File: src/rtl/core/midi_note_stack_saw_oscillator_defines.svh
// assertion helpers shared by the core
`ifndef MIDI_NOTE_STACK_SAW_OSCILLATOR_DEFINES_SVH
`define MIDI_NOTE_STACK_SAW_OSCILLATOR_DEFINES_SVH

// same-cycle implication, sampled on the core clock
`define MNSO_ASSERT_IMP(lbl, ante, cons) \
  lbl: assert property (@(posedge clk_i) disable iff (!rst_ni) (ante) |-> (cons)) \
    else $error("core check failed");

// next-cycle implication, sampled on the core clock
`define MNSO_ASSERT_NXT(lbl, ante, cons) \
  lbl: assert property (@(posedge clk_i) disable iff (!rst_ni) (ante) |=> (cons)) \
    else $error("core check failed");

`endif

File: src/rtl/core/mnso_pkg.sv
package mnso_pkg;

  // status nibbles of interest
  localparam logic [3:0] STATUS_NOTE_OFF = 4'h8;
  localparam logic [3:0] STATUS_NOTE_ON  = 4'h9;

  localparam logic [7:0] LEVEL_FULL = 8'd255;

  localparam int unsigned STEP_TABLE_LEN = 120;
  localparam logic [6:0]  RESET_NOTE     = 7'd60;

  // phase increment per note, 32-bit phase word
  localparam logic [31:0] STEP_TABLE [STEP_TABLE_LEN] = '{
    32'h00217057, 32'h00236d5d, 32'h002588a8, 32'h0027c404,
    32'h002a215a, 32'h002ca2af, 32'h002f4a26, 32'h00321a04,
    32'h003514b1, 32'h00383cb8, 32'h003b94ca, 32'h003f1fc5,
    32'h0042e0ae, 32'h0046daba, 32'h004b1150, 32'h004f8809,
    32'h005442b4, 32'h0059455e, 32'h005e944c, 32'h00643409,
    32'h006a2963, 32'h00707970, 32'h00772995, 32'h007e3f8a,
    32'h0085c15c, 32'h008db575, 32'h009622a1, 32'h009f1012,
    32'h00a88569, 32'h00b28abc, 32'h00bd2899, 32'h00c86813,
    32'h00d452c6, 32'h00e0f2e0, 32'h00ee532b, 32'h00fc7f15,
    32'h010b82b9, 32'h011b6aeb, 32'h012c4542, 32'h013e2024,
    32'h01510ad3, 32'h01651578, 32'h017a5132, 32'h0190d026,
    32'h01a8a58c, 32'h01c1e5c0, 32'h01dca657, 32'h01f8fe2a,
    32'h02170572, 32'h0236d5d6, 32'h02588a84, 32'h027c4048,
    32'h02a215a6, 32'h02ca2af0, 32'h02f4a264, 32'h0321a04c,
    32'h03514b18, 32'h0383cb81, 32'h03b94cae, 32'h03f1fc55,
    32'h042e0ae5, 32'h046dabac, 32'h04b11508, 32'h04f88091,
    32'h05442b4c, 32'h059455e0, 32'h05e944c9, 32'h06434099,
    32'h06a29630, 32'h07079703, 32'h0772995d, 32'h07e3f8ab,
    32'h085c15ca, 32'h08db5758, 32'h09622a11, 32'h09f10123,
    32'h0a885699, 32'h0b28abc0, 32'h0bd28992, 32'h0c868132,
    32'h0d452c61, 32'h0e0f2e07, 32'h0ee532bb, 32'h0fc7f157,
    32'h10b82b94, 32'h11b6aeb1, 32'h12c45422, 32'h13e20246,
    32'h1510ad33, 32'h16515780, 32'h17a51325, 32'h190d0264,
    32'h1a8a58c3, 32'h1c1e5c0f, 32'h1dca6576, 32'h1f8fe2ae,
    32'h21705728, 32'h236d5d63, 32'h2588a844, 32'h27c4048d,
    32'h2a215a67, 32'h2ca2af01, 32'h2f4a264a, 32'h321a04c9,
    32'h3514b186, 32'h383cb81e, 32'h3b94caed, 32'h3f1fc55c,
    32'h42e0ae51, 32'h46dabac6, 32'h4b115088, 32'h4f88091b,
    32'h5442b4cf, 32'h59455e02, 32'h5e944c95, 32'h64340992,
    32'h6a29630c, 32'h7079703d, 32'h772995db, 32'h7e3f8ab8
  };

  // one incoming request
  typedef struct packed {
    logic       operation;
    logic [7:0] midi_byte;
  } in_req_t;

  // one result
  typedef struct packed {
    logic       sample_valid;
    logic [7:0] dac_level;
    logic [6:0] sounding_note;
    logic [7:0] gate_level;
    logic [4:0] held_count;
  } out_req_t;

endpackage

File: src/rtl/core/mnso_ram.sv
module mnso_ram #(
  parameter int unsigned WIDTH = 7,
  parameter int unsigned DEPTH = 16
) (
  input  logic                     clk_i,
  input  logic                     we_i,
  input  logic [$clog2(DEPTH)-1:0] waddr_i,
  input  logic [WIDTH-1:0]         wdata_i,
  input  logic                     re_i,
  input  logic [$clog2(DEPTH)-1:0] raddr_i,
  output logic [WIDTH-1:0]         rdata_o
);

  logic [WIDTH-1:0] mem_q [DEPTH];
  logic [WIDTH-1:0] rdata_q;

  always_ff @(posedge clk_i) begin
    if (we_i) begin
      mem_q[waddr_i] <= wdata_i;
    end
    if (re_i) begin
      rdata_q <= mem_q[raddr_i];
    end
  end

  assign rdata_o = rdata_q;

endmodule

File: src/rtl/core/midi_note_stack_saw_oscillator.sv
// channel | direction | handshake                 | payload
// --------+-----------+---------------------------+-------------------------------
// in      | input     | in_valid_i / in_ready_o   | in_req_i  (operation, midi_byte)
// out     | output    | out_valid_o / out_ready_i | out_req_o (sample, dac, note, ...)
//
// a note-off on a non-empty stack passes from accept through the scan, fin and
// done states to the result, the stack ram streaming one entry per cycle through
// its single read port; every other request goes from accept straight to done
// the next request is taken once the result sits in the output register
// reset is immediate: stack entries carry valid bits, so there is no clear pass
// a stalled output holds the core in its result state until the slot frees

`include "midi_note_stack_saw_oscillator_defines.svh"

module midi_note_stack_saw_oscillator #(
  parameter int unsigned DAC_BITS         = 8,
  parameter int unsigned STACK_DEPTH      = 16,
  parameter int unsigned PITCH_TABLE_SIZE = 120
) (
  input  logic              clk_i,
  input  logic              rst_ni,
  input  logic              in_valid_i,
  output logic              in_ready_o,
  input  mnso_pkg::in_req_t in_req_i,
  output logic              out_valid_o,
  input  logic              out_ready_i,
  output mnso_pkg::out_req_t out_req_o
);

  // stack index and stack count widths
  localparam int unsigned IW = (STACK_DEPTH > 1) ? $clog2(STACK_DEPTH) : 1;
  localparam int unsigned CW = $clog2(STACK_DEPTH + 1);

  typedef enum logic [3:0] {
    S_IDLE = 4'b0001,
    S_SCAN = 4'b0010,
    S_FIN  = 4'b0100,
    S_DONE = 4'b1000
  } state_e;

  state_e state_q, state_d;

  // voice state
  logic [31:0] phase_acc_q, phase_acc_d;
  logic [31:0] phase_step_q, phase_step_d;
  logic [7:0]  level_q, level_d;
  logic [3:0]  status_q, status_d;
  logic        dphase_q, dphase_d;
  logic [6:0]  first_q, first_d;
  logic [CW-1:0] count_q, count_d;
  logic [6:0]  cur_q, cur_d;
  logic        sample_q, sample_d;

  // per-entry valid bits, an invalid entry reads as zero
  logic [STACK_DEPTH-1:0] valid_q, valid_d;

  // release scan
  logic [CW-1:0] issue_q, issue_d;
  logic          pend_q, pend_d;
  logic [IW-1:0] didx_q, didx_d;
  logic          rvalid_q, rvalid_d;
  logic [CW-1:0] rem_q, rem_d;
  logic          skip_q, skip_d;
  logic [6:0]    cap_q, cap_d;

  // output slot
  logic               out_valid_q, out_valid_d;
  mnso_pkg::out_req_t out_q, out_d;

  // ram port
  logic          ram_we, ram_re;
  logic [IW-1:0] ram_waddr, ram_raddr;
  logic [6:0]    ram_wdata, ram_rdata;

  logic          accept;
  logic [7:0]    mbyte;
  logic          is_off, is_on;
  logic [6:0]    entry;
  logic [CW-1:0] pos;
  logic          hit;
  logic [15:0]   prod;
  logic [CW-1:0] new_count;

  assign accept = in_valid_i && in_ready_o;
  assign mbyte  = in_req_i.midi_byte;
  assign is_off = (status_q == mnso_pkg::STATUS_NOTE_OFF) ||
                  ((status_q == mnso_pkg::STATUS_NOTE_ON) && (mbyte == 8'd0));
  assign is_on  = (status_q == mnso_pkg::STATUS_NOTE_ON) && (mbyte != 8'd0);

  // returned stack entry and its place after the removals seen so far
  assign entry     = rvalid_q ? ram_rdata : 7'd0;
  assign pos       = CW'(didx_q) - rem_q;
  assign hit       = !skip_q && (pos < count_q) && (entry == first_q);
  assign new_count = count_q - CW'(1);

  // saw level times gate, top byte kept
  assign prod = 16'(phase_acc_q[31 -: DAC_BITS]) * 16'(level_q);

  always_comb begin
    state_d      = state_q;
    phase_acc_d  = phase_acc_q;
    phase_step_d = phase_step_q;
    level_d      = level_q;
    status_d     = status_q;
    dphase_d     = dphase_q;
    first_d      = first_q;
    count_d      = count_q;
    cur_d        = cur_q;
    sample_d     = sample_q;
    valid_d      = valid_q;
    issue_d      = issue_q;
    pend_d       = 1'b0;
    didx_d       = didx_q;
    rvalid_d     = rvalid_q;
    rem_d        = rem_q;
    skip_d       = skip_q;
    cap_d        = cap_q;
    out_valid_d  = out_valid_q;
    out_d        = out_q;
    ram_we       = 1'b0;
    ram_waddr    = count_q[IW-1:0];
    ram_wdata    = first_q;
    ram_re       = 1'b0;
    ram_raddr    = issue_q[IW-1:0];

    // downstream takes the pending result
    if (out_valid_q && out_ready_i) begin
      out_valid_d = 1'b0;
    end

    unique case (state_q)
      S_IDLE: begin
        if (accept) begin
          state_d = S_DONE;
          if (in_req_i.operation) begin
            // sample tick
            phase_acc_d = phase_acc_q + phase_step_q;
            sample_d    = 1'b1;
          end else begin
            sample_d = 1'b0;
            if (mbyte[7]) begin
              // status byte restarts data pairing
              status_d = mbyte[7:4];
              dphase_d = 1'b0;
            end else if (!dphase_q) begin
              first_d  = mbyte[6:0];
              dphase_d = 1'b1;
            end else begin
              dphase_d = 1'b0;
              if (is_off) begin
                // release with an empty stack is dropped
                if (count_q != '0) begin
                  state_d = S_SCAN;
                  issue_d = '0;
                  rem_d   = '0;
                  skip_d  = 1'b0;
                  cap_d   = '0;
                end
              end else if (is_on) begin
                level_d = mnso_pkg::LEVEL_FULL;
                // push unless the stack is full
                if (count_q < CW'(STACK_DEPTH)) begin
                  ram_we    = 1'b1;
                  ram_waddr = count_q[IW-1:0];
                  ram_wdata = first_q;
                  valid_d[count_q[IW-1:0]] = 1'b1;
                  count_d   = count_q + CW'(1);
                end
                // pitch only rises on a press
                if (first_q > cur_q) begin
                  cur_d = first_q;
                  if ((8'(first_q) < 8'(PITCH_TABLE_SIZE)) &&
                      (8'(first_q) < 8'(mnso_pkg::STEP_TABLE_LEN))) begin
                    phase_step_d = mnso_pkg::STEP_TABLE[first_q];
                  end
                end
              end
            end
          end
        end
      end

      S_SCAN: begin
        // issue reads over the whole stack, one entry per cycle
        if (issue_q < CW'(STACK_DEPTH)) begin
          ram_re    = 1'b1;
          ram_raddr = issue_q[IW-1:0];
          rvalid_d  = valid_q[issue_q[IW-1:0]];
          pend_d    = 1'b1;
          didx_d    = issue_q[IW-1:0];
          issue_d   = issue_q + CW'(1);
        end
        // compact: writes land at or below the entry just read, never on
        // the entry being fetched, so no forwarding is needed
        if (pend_q) begin
          if (hit) begin
            // the entry that slides into this slot is not checked
            rem_d  = rem_q + CW'(1);
            skip_d = 1'b1;
          end else begin
            skip_d    = 1'b0;
            ram_we    = 1'b1;
            ram_waddr = pos[IW-1:0];
            ram_wdata = entry;
            valid_d[pos[IW-1:0]] = 1'b1;
            if (pos == count_q - CW'(2)) begin
              cap_d = entry;
            end
          end
          if (didx_q == IW'(STACK_DEPTH - 1)) begin
            state_d = S_FIN;
          end
        end
      end

      S_FIN: begin
        // vacated top slots read as zero again
        for (int i = 0; i < STACK_DEPTH; i++) begin
          if ((CW+1)'(i) + (CW+1)'(rem_q) >= (CW+1)'(STACK_DEPTH)) begin
            valid_d[i] = 1'b0;
          end
        end
        count_d = new_count;
        if (new_count != '0) begin
          cur_d = cap_q;
        end else begin
          cur_d   = '0;
          level_d = '0;
        end
        state_d = S_DONE;
      end

      S_DONE: begin
        if (!out_valid_q || out_ready_i) begin
          out_valid_d         = 1'b1;
          out_d.sample_valid  = sample_q;
          out_d.dac_level     = sample_q ? prod[15:8] : 8'd0;
          out_d.sounding_note = cur_q;
          out_d.gate_level    = level_q;
          out_d.held_count    = 5'(count_q);
          state_d             = S_IDLE;
        end
      end

      default: begin
        state_d = S_IDLE;
      end
    endcase
  end

  always_ff @(posedge clk_i or negedge rst_ni) begin
    if (!rst_ni) begin
      state_q      <= S_IDLE;
      phase_acc_q  <= '0;
      phase_step_q <= mnso_pkg::STEP_TABLE[mnso_pkg::RESET_NOTE];
      level_q      <= mnso_pkg::LEVEL_FULL;
      status_q     <= mnso_pkg::STATUS_NOTE_OFF;
      dphase_q     <= 1'b0;
      first_q      <= '0;
      count_q      <= '0;
      cur_q        <= '0;
      sample_q     <= 1'b0;
      valid_q      <= '0;
      issue_q      <= '0;
      pend_q       <= 1'b0;
      rem_q        <= '0;
      skip_q       <= 1'b0;
      cap_q        <= '0;
      out_valid_q  <= 1'b0;
    end else begin
      state_q      <= state_d;
      phase_acc_q  <= phase_acc_d;
      phase_step_q <= phase_step_d;
      level_q      <= level_d;
      status_q     <= status_d;
      dphase_q     <= dphase_d;
      first_q      <= first_d;
      count_q      <= count_d;
      cur_q        <= cur_d;
      sample_q     <= sample_d;
      valid_q      <= valid_d;
      issue_q      <= issue_d;
      pend_q       <= pend_d;
      rem_q        <= rem_d;
      skip_q       <= skip_d;
      cap_q        <= cap_d;
      out_valid_q  <= out_valid_d;
    end
  end

  // payload of the scan pipe and the output slot
  always_ff @(posedge clk_i) begin
    didx_q   <= didx_d;
    rvalid_q <= rvalid_d;
    out_q    <= out_d;
  end

  // held-note stack storage
  mnso_ram #(
    .WIDTH (7),
    .DEPTH (STACK_DEPTH)
  ) u_stack (
    .clk_i   (clk_i),
    .we_i    (ram_we),
    .waddr_i (ram_waddr),
    .wdata_i (ram_wdata),
    .re_i    (ram_re),
    .raddr_i (ram_raddr),
    .rdata_o (ram_rdata)
  );

  assign in_ready_o  = (state_q == S_IDLE);
  assign out_valid_o = out_valid_q;
  assign out_req_o   = out_q;

  // stack never grows past its depth
  `MNSO_ASSERT_IMP(a_count_bound, 1'b1, count_q <= CW'(STACK_DEPTH))
  // returned data always belongs to the entry issued in the cycle before
  `MNSO_ASSERT_IMP(a_scan_pipe, pend_q, CW'(didx_q) == issue_q - CW'(1))
  // finishing a release drops the count by exactly one
  `MNSO_ASSERT_NXT(a_release_count, state_q == S_FIN, count_q == $past(count_q) - CW'(1))
  // a tick never enters the release scan
  `MNSO_ASSERT_IMP(a_scan_no_tick, state_q == S_SCAN, !sample_q)

endmodule
File: config.mk
export PLATFORM = sky130hd
export DESIGN_NAME = midi_note_stack_saw_oscillator
export DESIGN_NICKNAME = d
export VERILOG_FILES = /design/src/rtl/core/mnso_pkg.sv /design/src/rtl/core/mnso_ram.sv /design/src/rtl/core/midi_note_stack_saw_oscillator.sv
export VERILOG_INCLUDE_DIRS = /design/src /design/src/rtl/core
export SDC_FILE = /design/constraint.sdc
export NUM_CORES = 1
export LEC_CHECK = 0
export BUFFER_PORTS_ARGS = -buffer_cell sky130_fd_sc_hd__buf_2
export CORE_AREA = 3 3 160 177
export DETAILED_ROUTE_END_ITERATION = 12
export DIE_AREA = 0 0 163 180
export PLACE_DENSITY = 0.86
export SLEW_MARGIN = 10
export SYNTH_ARGS = -nofsm -noshare
export SYNTH_HDL_FRONTEND = slang
export SYNTH_HIERARCHICAL = 1
export SYNTH_SLANG_ARGS = --single-unit
File: constraint.sdc
create_clock -name clk_i -period 9 [get_ports clk_i]
set_input_delay 0.45 -clock clk_i [delete_from_list [all_inputs] [get_ports clk_i]]
set_output_delay 0.45 -clock clk_i [all_outputs]
set_load 0.1 [all_outputs]
==> results.py, run 1 <==
metrics = {
    "yosys": {
        "syn_area_um2": 18300,
        "yosys.area.top_type_share": 0.239,
        "synthAdderAreaFrac": 0.0975,
        "synthMuxAreaShare": 0.0919,
        "async_reset_ff_frac": 0.467,
        "synth_warnings": 6,
        "synth_fp_nets": 2011,
        "yosys.area_share.xor_xnor": 0.0239,
        "synth-seq-cells": 274,
        "synthTopCellsByArea": "edfxtp_1 24%, dfrtp_1 16%, ha_1 7.0%, o21ai_0 4.8%, nand2_1 4.4%",
        "synth-simple-area-share": 0.142,
        "synth_top_family_by_area": "compound AO/OA/AOI/OAI gates",
        "netlist.top_cell.by_area": "edfxtp_1",
        "ys_types": 83,
        "ys.flop_type": "edfxtp_1",
        "syn-mean-instance-area_um2": 9.80,
        "synth_edf_count": 146,
        "synth_compound_area_frac": 0.179,
        "synth_seq_area_share": 0.415,
        "syn_inst": 1871,
    },
    "die": {
        "core_region_area_um2": 26800,
        "io_pins": 44,
        "dieArea_um2": 29300,
        "rows": 63,
        "initial_core_util": 0.684,
        "die_width_um": 163,
        "die_h_um": 180,
    },
    "global_routing": {
        "grt_remaining_overflow": 0,
        "groute.usage.overall": 0.327,
        "grt_pass1_wl_mm": 77.5,
        "grt_pass1_vias": 14569,
        "antenna_found_initial": 0,
        "grt_max_degree": 102,
    },
    "clock_tree": {
        "clock-root-buffer": "clkbuf_16",
        "clkTransAtPathRegs_ps": 60,
        "post_cts_buffers": 0,
        "insertion_delay_ps": 560,
        "h-tree-depth": 1,
        "cts_tree": "yes",
        "clockBufferDepth": 3,
        "cts_sinks": 274,
        "numCtsBuffers": 29,
    },
    "final_layout": {
        "n_antenna_cell": 0,
        "post-route-util": 0.730,
        "final_area_um2": 19600,
        "layout-drive-gt1-share": 0.107,
        "area_growth_pct": 6.79,
        "layout_commonest_cell": "nand2_1",
        "fin_nets": 1979,
        "layout_common_cells": "215 x nand2_1, 177 x o21ai_0, 146 x edfxtp_1, 144 x a21oi_1, 143 x nor2_1",
    },
    "worst_hold_path": {
        "hold_path_class": "in -> reg",
        "holdPathEnd": "status_q[2]",
        "hold_depth": 2,
        "hp-start": "in_req_i[6]",
    },
    "critical_path": {
        "worstPathArrival_ps": 6230,
        "path_cells": "ha_1 > inv_1 > fa_1 > a21o_1 > a21oi_1 > xor2_1 > ha_1 > a211o_1 > a221oi_1 > o211ai_1 > nor4_2 > nand3b_1 > o21ai_0 > or3b_2 > nor3_1",
        "reg2reg_depth": 15,
        "crit_top_cell": "ha_1",
        "rr_startpoint": "rem_q[0]",
        "start_kind": "flip-flop",
        "crit_type": "reg -> reg",
        "max_stage_delay_ps": 770,
        "r2r_end": "u_stack/mem_q[0][1]",
        "cp-end-kind": "flip-flop",
        "cp_top_family": "simple AND/OR/NAND/NOR gates",
        "slowest_stage": "nor3_1",
        "cp_max_fo": 22,
        "r2r_setup_slack_ps": 2940,
        "required_ps": 9170,
        "path_buf_inv": 1,
    },
    "timing": {
        "fmax_mhz": 165,
        "finalCriticalPeriod_ps": 6060,
        "finalSetupViolations": 0,
        "maxSlewHeadroom": 0.247,
        "final_max_slew_viol_count": 0,
        "finalHoldViolCount": 0,
        "setup_tns_ps": 0,
        "rsz0062_at_grt": "no",
        "finalClockSkew_ps": 20.1,
        "period_share": 0.673,
        "tightest_slew_ps": 1120,
    },
    "route": {
        "wirelength_mm": 48.5,
        "route.detailed.drc": 0,
        "via_count": 14990,
        "firstDrtPassIters": 7,
        "ant_nets": 0,
        "drt_iter0_markers": 2051,
        "routedWlPerCell_um": 21.8,
        "avgViaCountPerCell": 6.76,
    },
    "power": {
        "power_density_nw_per_um2": 329,
        "leakage_nw": 8.06,
        "ir_worst_vdd_uv": 231,
        "p_clk_frac": 0.189,
        "switching_share": 0.459,
        "seqPwrFrac": 0.280,
        "power.switching_mw": 2.96,
        "intPower_mw": 3.49,
        "pwr-share-comb": 0.531,
    },
    "placement": {
        "dpl_cell_area_um2": 18600,
        "dpl.hpwl_mm": 33.3,
        "gp_congestion": 1.03,
        "portBuffers": 43,
    },
    "flow_run": {
        "drv_cap": 0,
    },
    "run_status": {
        "outcome": "finished, final reports clean",
    },
}
-- stage by stage --
stage,hold slack [ps],power (mW),worst slack (ps),instances
5_1_grt,184,6.81,2630,2218
2_1_floorplan,154,4.27,3960,1871
4_1_cts,175,6.36,2980,2218
3_3_place_gp,460,5.05,3400,2164
6_report,188,6.45,2940,2218
3_5_place_dp,458,5.12,3020,2164
-- worst max-delay path by stage --
stage,cells after the start,startpoint,endpoint
final,15,rem_q[0],u_stack/mem_q[0][1]
after global routing,15,rem_q[0],u_stack/mem_q[0][1]
after CTS,15,rem_q[0],u_stack/mem_q[0][1]
after detailed placement,15,rem_q[0],u_stack/mem_q[0][0]
after global placement,15,rem_q[0],u_stack/mem_q[0][0]
after floorplan,16,rem_q[1],u_stack/mem_q[0][0]
-- power by group through the flow --
stage / logic [mW] / clock network (mW) / registers [mW]
after floorplan: 2.47 / 0 / 1.80
after global placement: 3.24 / 0 / 1.81
after detailed placement: 3.30 / 0 / 1.82
after CTS: 3.33 / 1.23 / 1.80
after global routing: 3.71 / 1.28 / 1.82
final: 3.43 / 1.22 / 1.80
-- per-layer routing --
metal | track usage | up-vias | share of wire
met5 | 0 | - | 0
met4 | 0.128 | 0 | 0.041
met3 | 0.0454 | 159 | 0.083
met2 | 0.548 | 849 | 0.49
met1 | 0.434 | 7184 | 0.39
li1 | - | 6798 | -
-- worst register-to-register path: stages (launching register included) --
cell	delay (ps)
dfrtp_1	530
ha_1	220
inv_1	60
fa_1	400
a21o_1	190
a21oi_1	160
xor2_1	320
ha_1	310
a211o_1	300
a221oi_1	210
o211ai_1	150
nor4_2	470
nand3b_1	650
o21ai_0	390
or3b_2	580
nor3_1	770
-- logic make-up (layout without fill, tap and decap cells) --
kind of cell | Yosys count | in the layout
muxes | 98 | 98
AOI/OAI and AO/OA | 538 | 538
buffers and inverters | 218 | 208
and+or+nand+nor | 565 | 565
xor gates and xnor gates | 50 | 50
DFF | 274 | 274
adders and majority gates | 128 | 128
-- registers in the layout (all words and copies together) (netlist names), 7 cells and up --
| register | count |
|---|---|
| first_q | 7 |
| phase_acc_q | 32 |
| u_stack/rdata_o | 7 |
| cur_q | 7 |
| u_stack/mem_q | 112 |
| cap_q | 7 |
| phase_step_q | 31 |
| valid_q | 16 |
| out_req_o | 22 |
-- synth_stat cells (all sizes together), types with 29 or more instances --
master	instances
xnor2	30
nor3	40
o21ai	181
mux4	49
ha	102
edfxtp	146
nand3	40
clkbuf	73
nand2	215
nor2	144
buf	55
a21oi	144
inv	89
nand2b	29
dfrtp	114
-- layout make-up --
type | instances | area [um^2]
multi-input combinational | 1379 | 9820
sequential | 274 | 7610
fill | 1875 | 7230
clock buffer | 34 | 744
tap | 357 | 447
timing repair buffer | 65 | 389
inverter | 90 | 338
clock inverter | 19 | 221
-- repair_timing --
action | CTS | global route
hold endpoints to repair | 46 | 0
hold buffers | 1 | 0
endpoints found under the setup margin | 0 | 0
gates resized for setup | 0 | 0
No activity file was read; power rests on OpenSTA's default activity.
==> inputs of run 2 (changes only) <==
ABC_AREA = 1   (was unset)
CORE_AREA = 3 3 172 191   (was 3 3 160 177)
DIE_AREA = 0 0 175 194   (was 0 0 163 180)
PLACE_DENSITY = 0.8   (was 0.86)
clock period = 5.87 ns   (was 9 ns; I/O delays follow)
==> run 2 against run 1 <==
Against the previous run: sequential share of layout area fell by 3.0 points; register-to-register slack worse by 2000 ps; fmax increased by 23%; cell count rose by 42%; clock skew grew 8.6 ps; worst setup slack worse by 2000 ps; flip-flop and latch count unchanged; synthesized cell count grew 45%; critical path depth up 5; sequential power increased by 55%.
==> results.py, run 2 <==
metrics = {
    "run_status": {
        "outcome": "finished, final reports clean",
    },
    "die": {
        "io_pins": 44,
        "dieArea_um2": 34000,
        "die_h_um": 194,
        "rows": 68,
        "die_width_um": 175,
        "initial_core_util": 0.634,
        "core_region_area_um2": 31100,
    },
    "route": {
        "ant_nets": 0,
        "route.detailed.drc": 0,
        "firstDrtPassIters": 6,
        "via_count": 18725,
        "avgViaCountPerCell": 5.95,
        "drt_iter0_markers": 2090,
        "routedWlPerCell_um": 18.6,
        "wirelength_mm": 58.5,
    },
    "clock_tree": {
        "clkTransAtPathRegs_ps": 60,
        "h-tree-depth": 1,
        "clock-root-buffer": "clkbuf_16",
        "numCtsBuffers": 29,
        "insertion_delay_ps": 590,
        "post_cts_buffers": 0,
        "cts_sinks": 274,
        "cts_tree": "yes",
        "clockBufferDepth": 3,
    },
    "final_layout": {
        "fillCellCount": 2675,
        "layout_commonest_cell": "nand2_1",
        "reg_top3": "u_stack/mem_q (112), phase_acc_q (32), phase_step_q (31)",
        "layout-drive-gt1-share": 0.0679,
        "largest_register_ffs": 112,
        "regMostFlops": "u_stack/mem_q",
        "fin_cells": 3146,
        "n_antenna_cell": 0,
        "fin_nets": 2845,
        "layout_common_cells": "882 x nand2_1, 338 x inv_1, 250 x nand3_1, 173 x nor2_1, 170 x o21ai_0",
        "area_growth_pct": 7.27,
    },
    "critical_path": {
        "cp-end-kind": "flip-flop",
        "path_buf_inv": 5,
        "rr_startpoint": "level_q[6]",
        "required_ps": 6290,
        "startpoint": "level_q[6]",
        "max_stage_delay_ps": 650,
        "r2r_setup_slack_ps": 950,
        "worstPathArrival_ps": 5340,
        "start_kind": "flip-flop",
        "path_cells": "nand2_1 > nor2_1 > inv_1 > nand2_1 > inv_1 > ha_1 > or2_2 > inv_1 > fa_1 > fa_1 > fa_1 > inv_1 > ha_1 > a21oi_1 > inv_1 > nor2_1 > nand2_1 > a21boi_0 > o21ai_0 > a21oi_1",
        "slowest_stage": "dfstp_2",
        "cp_max_fo": 11,
        "crit_type": "reg -> reg",
        "cp_top_family": "adder cells",
        "crit_top_cell": "inv_1",
    },
    "power": {
        "switching_share": 0.493,
        "ir_worst_vdd_uv": 424,
        "leakage_nw": 10.2,
        "pwr-share-comb": 0.526,
        "power_density_nw_per_um2": 479,
        "p_clk_frac": 0.199,
        "seqPwrFrac": 0.275,
        "intPower_mw": 5.15,
        "power.switching_mw": 5.00,
    },
    "worst_hold_path": {
        "hp-start": "in_req_i[6]",
        "hold_path_class": "in -> reg",
    },
    "timing": {
        "setup_tns_ps": 0,
        "tightest_slew_ps": 1160,
        "period_share": 0.838,
        "finalHoldViolCount": 0,
        "final_max_slew_viol_count": 0,
        "rsz0062_at_grt": "no",
        "finalSetupViolations": 0,
        "finalClockSkew_ps": 28.7,
        "finalCriticalPeriod_ps": 4920,
        "fmax_mhz": 203,
        "maxSlewHeadroom": 0.226,
    },
    "global_routing": {
        "antenna_found_initial": 0,
        "groute.usage.overall": 0.340,
        "grt_pass1_vias": 18192,
        "grt_remaining_overflow": 0,
        "grt_max_degree": 81,
        "grt_pass1_wl_mm": 94.1,
    },
    "yosys": {
        "synth.top_cells.by_count": "882 x nand2_1, 338 x inv_1, 250 x nand3_1",
        "async_reset_ff_frac": 0.467,
        "ys.flop_type": "edfxtp_1",
        "syn-mean-instance-area_um2": 7.29,
        "synth_warnings": 6,
        "synth-simple-area-share": 0.306,
        "syn_area_um2": 19800,
        "synth_top_family_by_area": "simple AND/OR/NAND/NOR gates",
        "synth_edf_count": 146,
        "netlist.top_cell.by_area": "edfxtp_1",
        "yosys.area.top_type_share": 0.222,
        "synthAdderAreaFrac": 0.0899,
        "synthMuxAreaShare": 0,
        "synth_compound_area_frac": 0.112,
        "yosys.cell_count.top_type": "nand2_1",
        "synthTopCellsByArea": "edfxtp_1 22%, nand2_1 17%, dfrtp_1 14%, ha_1 6.5%, inv_1 6.4%",
        "synth_fp_nets": 2848,
        "synth_seq_area_share": 0.385,
        "synth-seq-cells": 274,
        "ys_types": 54,
        "yosys.area_share.xor_xnor": 0.0115,
        "syn_inst": 2708,
    },
    "placement": {
        "gp_congestion": 1.01,
        "portBuffers": 43,
        "place_inst": 3092,
        "dpl.hpwl_mm": 41.8,
    },
    "flow_run": {
        "drv_cap": 0,
    },
}
run 2: kinds of logic (layout without fill, tap and decap cells):
family                   Yosys count  in the layout
XOR/XNOR                          26             26
buffers and inverters            458            476
adder cells (fa/ha/maj)          127            127
AO/OA/AOI/OAI                    400            400
flip-flops                       274            274
AND/OR/NAND/NOR                 1423           1423
run 2: per-stage QoR:
stage | power [mW] | util | cell area, um^2 | worst slack [ps] | hold WS (ps)
6_report | 10.2 | 0.680 | 21200 | 952 | 27.6
5_1_grt | 10.8 | 0.680 | 21200 | 481 | 38.6
2_1_floorplan | 6.51 | - | 19800 | 1380 | -2.09
3_3_place_gp | 7.92 | 0.646 | 20100 | 1080 | 362
4_1_cts | 10.0 | 0.680 | 21200 | 990 | 16.5
3_5_place_dp | 7.98 | 0.646 | 20100 | 1020 | 366
run 2: final timing paths:
| path | to | cells past startpoint |
|---|---|---|
| min | first_q[6] | 3 |
| max in group asynchronous | issue_q[0] | 3 |
| max | out_req_o[25] | 20 |
| min in group asynchronous | phase_acc_q[1] | 2 |
| min reg2reg | phase_step_q[18] | 2 |
| max reg2reg | out_req_o[25] | 20 |
run 2: power by group through the flow:
stage | Combinational (mW) | Sequential, mW | Clock, mW
final | 5.35 | 2.79 | 2.02
after global routing | 5.83 | 2.82 | 2.11
after CTS | 5.20 | 2.78 | 2.04
after detailed placement | 5.17 | 2.81 | 0
after global placement | 5.11 | 2.80 | 0
after floorplan | 3.55 | 2.95 | 0
run 2: what timing repair did:
action | CTS | global route
gates resized for setup | 0 | 0
hold buffers | 2 | 0
hold endpoints to repair | 66 | 0
run 2: area by class of cell:
class	instances	area [um^2]	area share
timing repair buffer	66	399	0.0188
clock inverter	18	270	0.0128
clock buffer	34	776	0.0366
tap	420	526	0.0248
inverter	358	1350	0.0635
sequential	274	7610	0.359
multi-input combinational	1976	10300	0.485
run 2: worst min-delay path: stages:
cell and delay, ps:
buf_2 110, inv_1 70, o21ai_1 70
run 2: routing by layer:
layer,share of wire,GRT usage
met5,0,0
met4,0.048,0.144
met3,0.068,0.0403
met2,0.49,0.582
met1,0.40,0.437
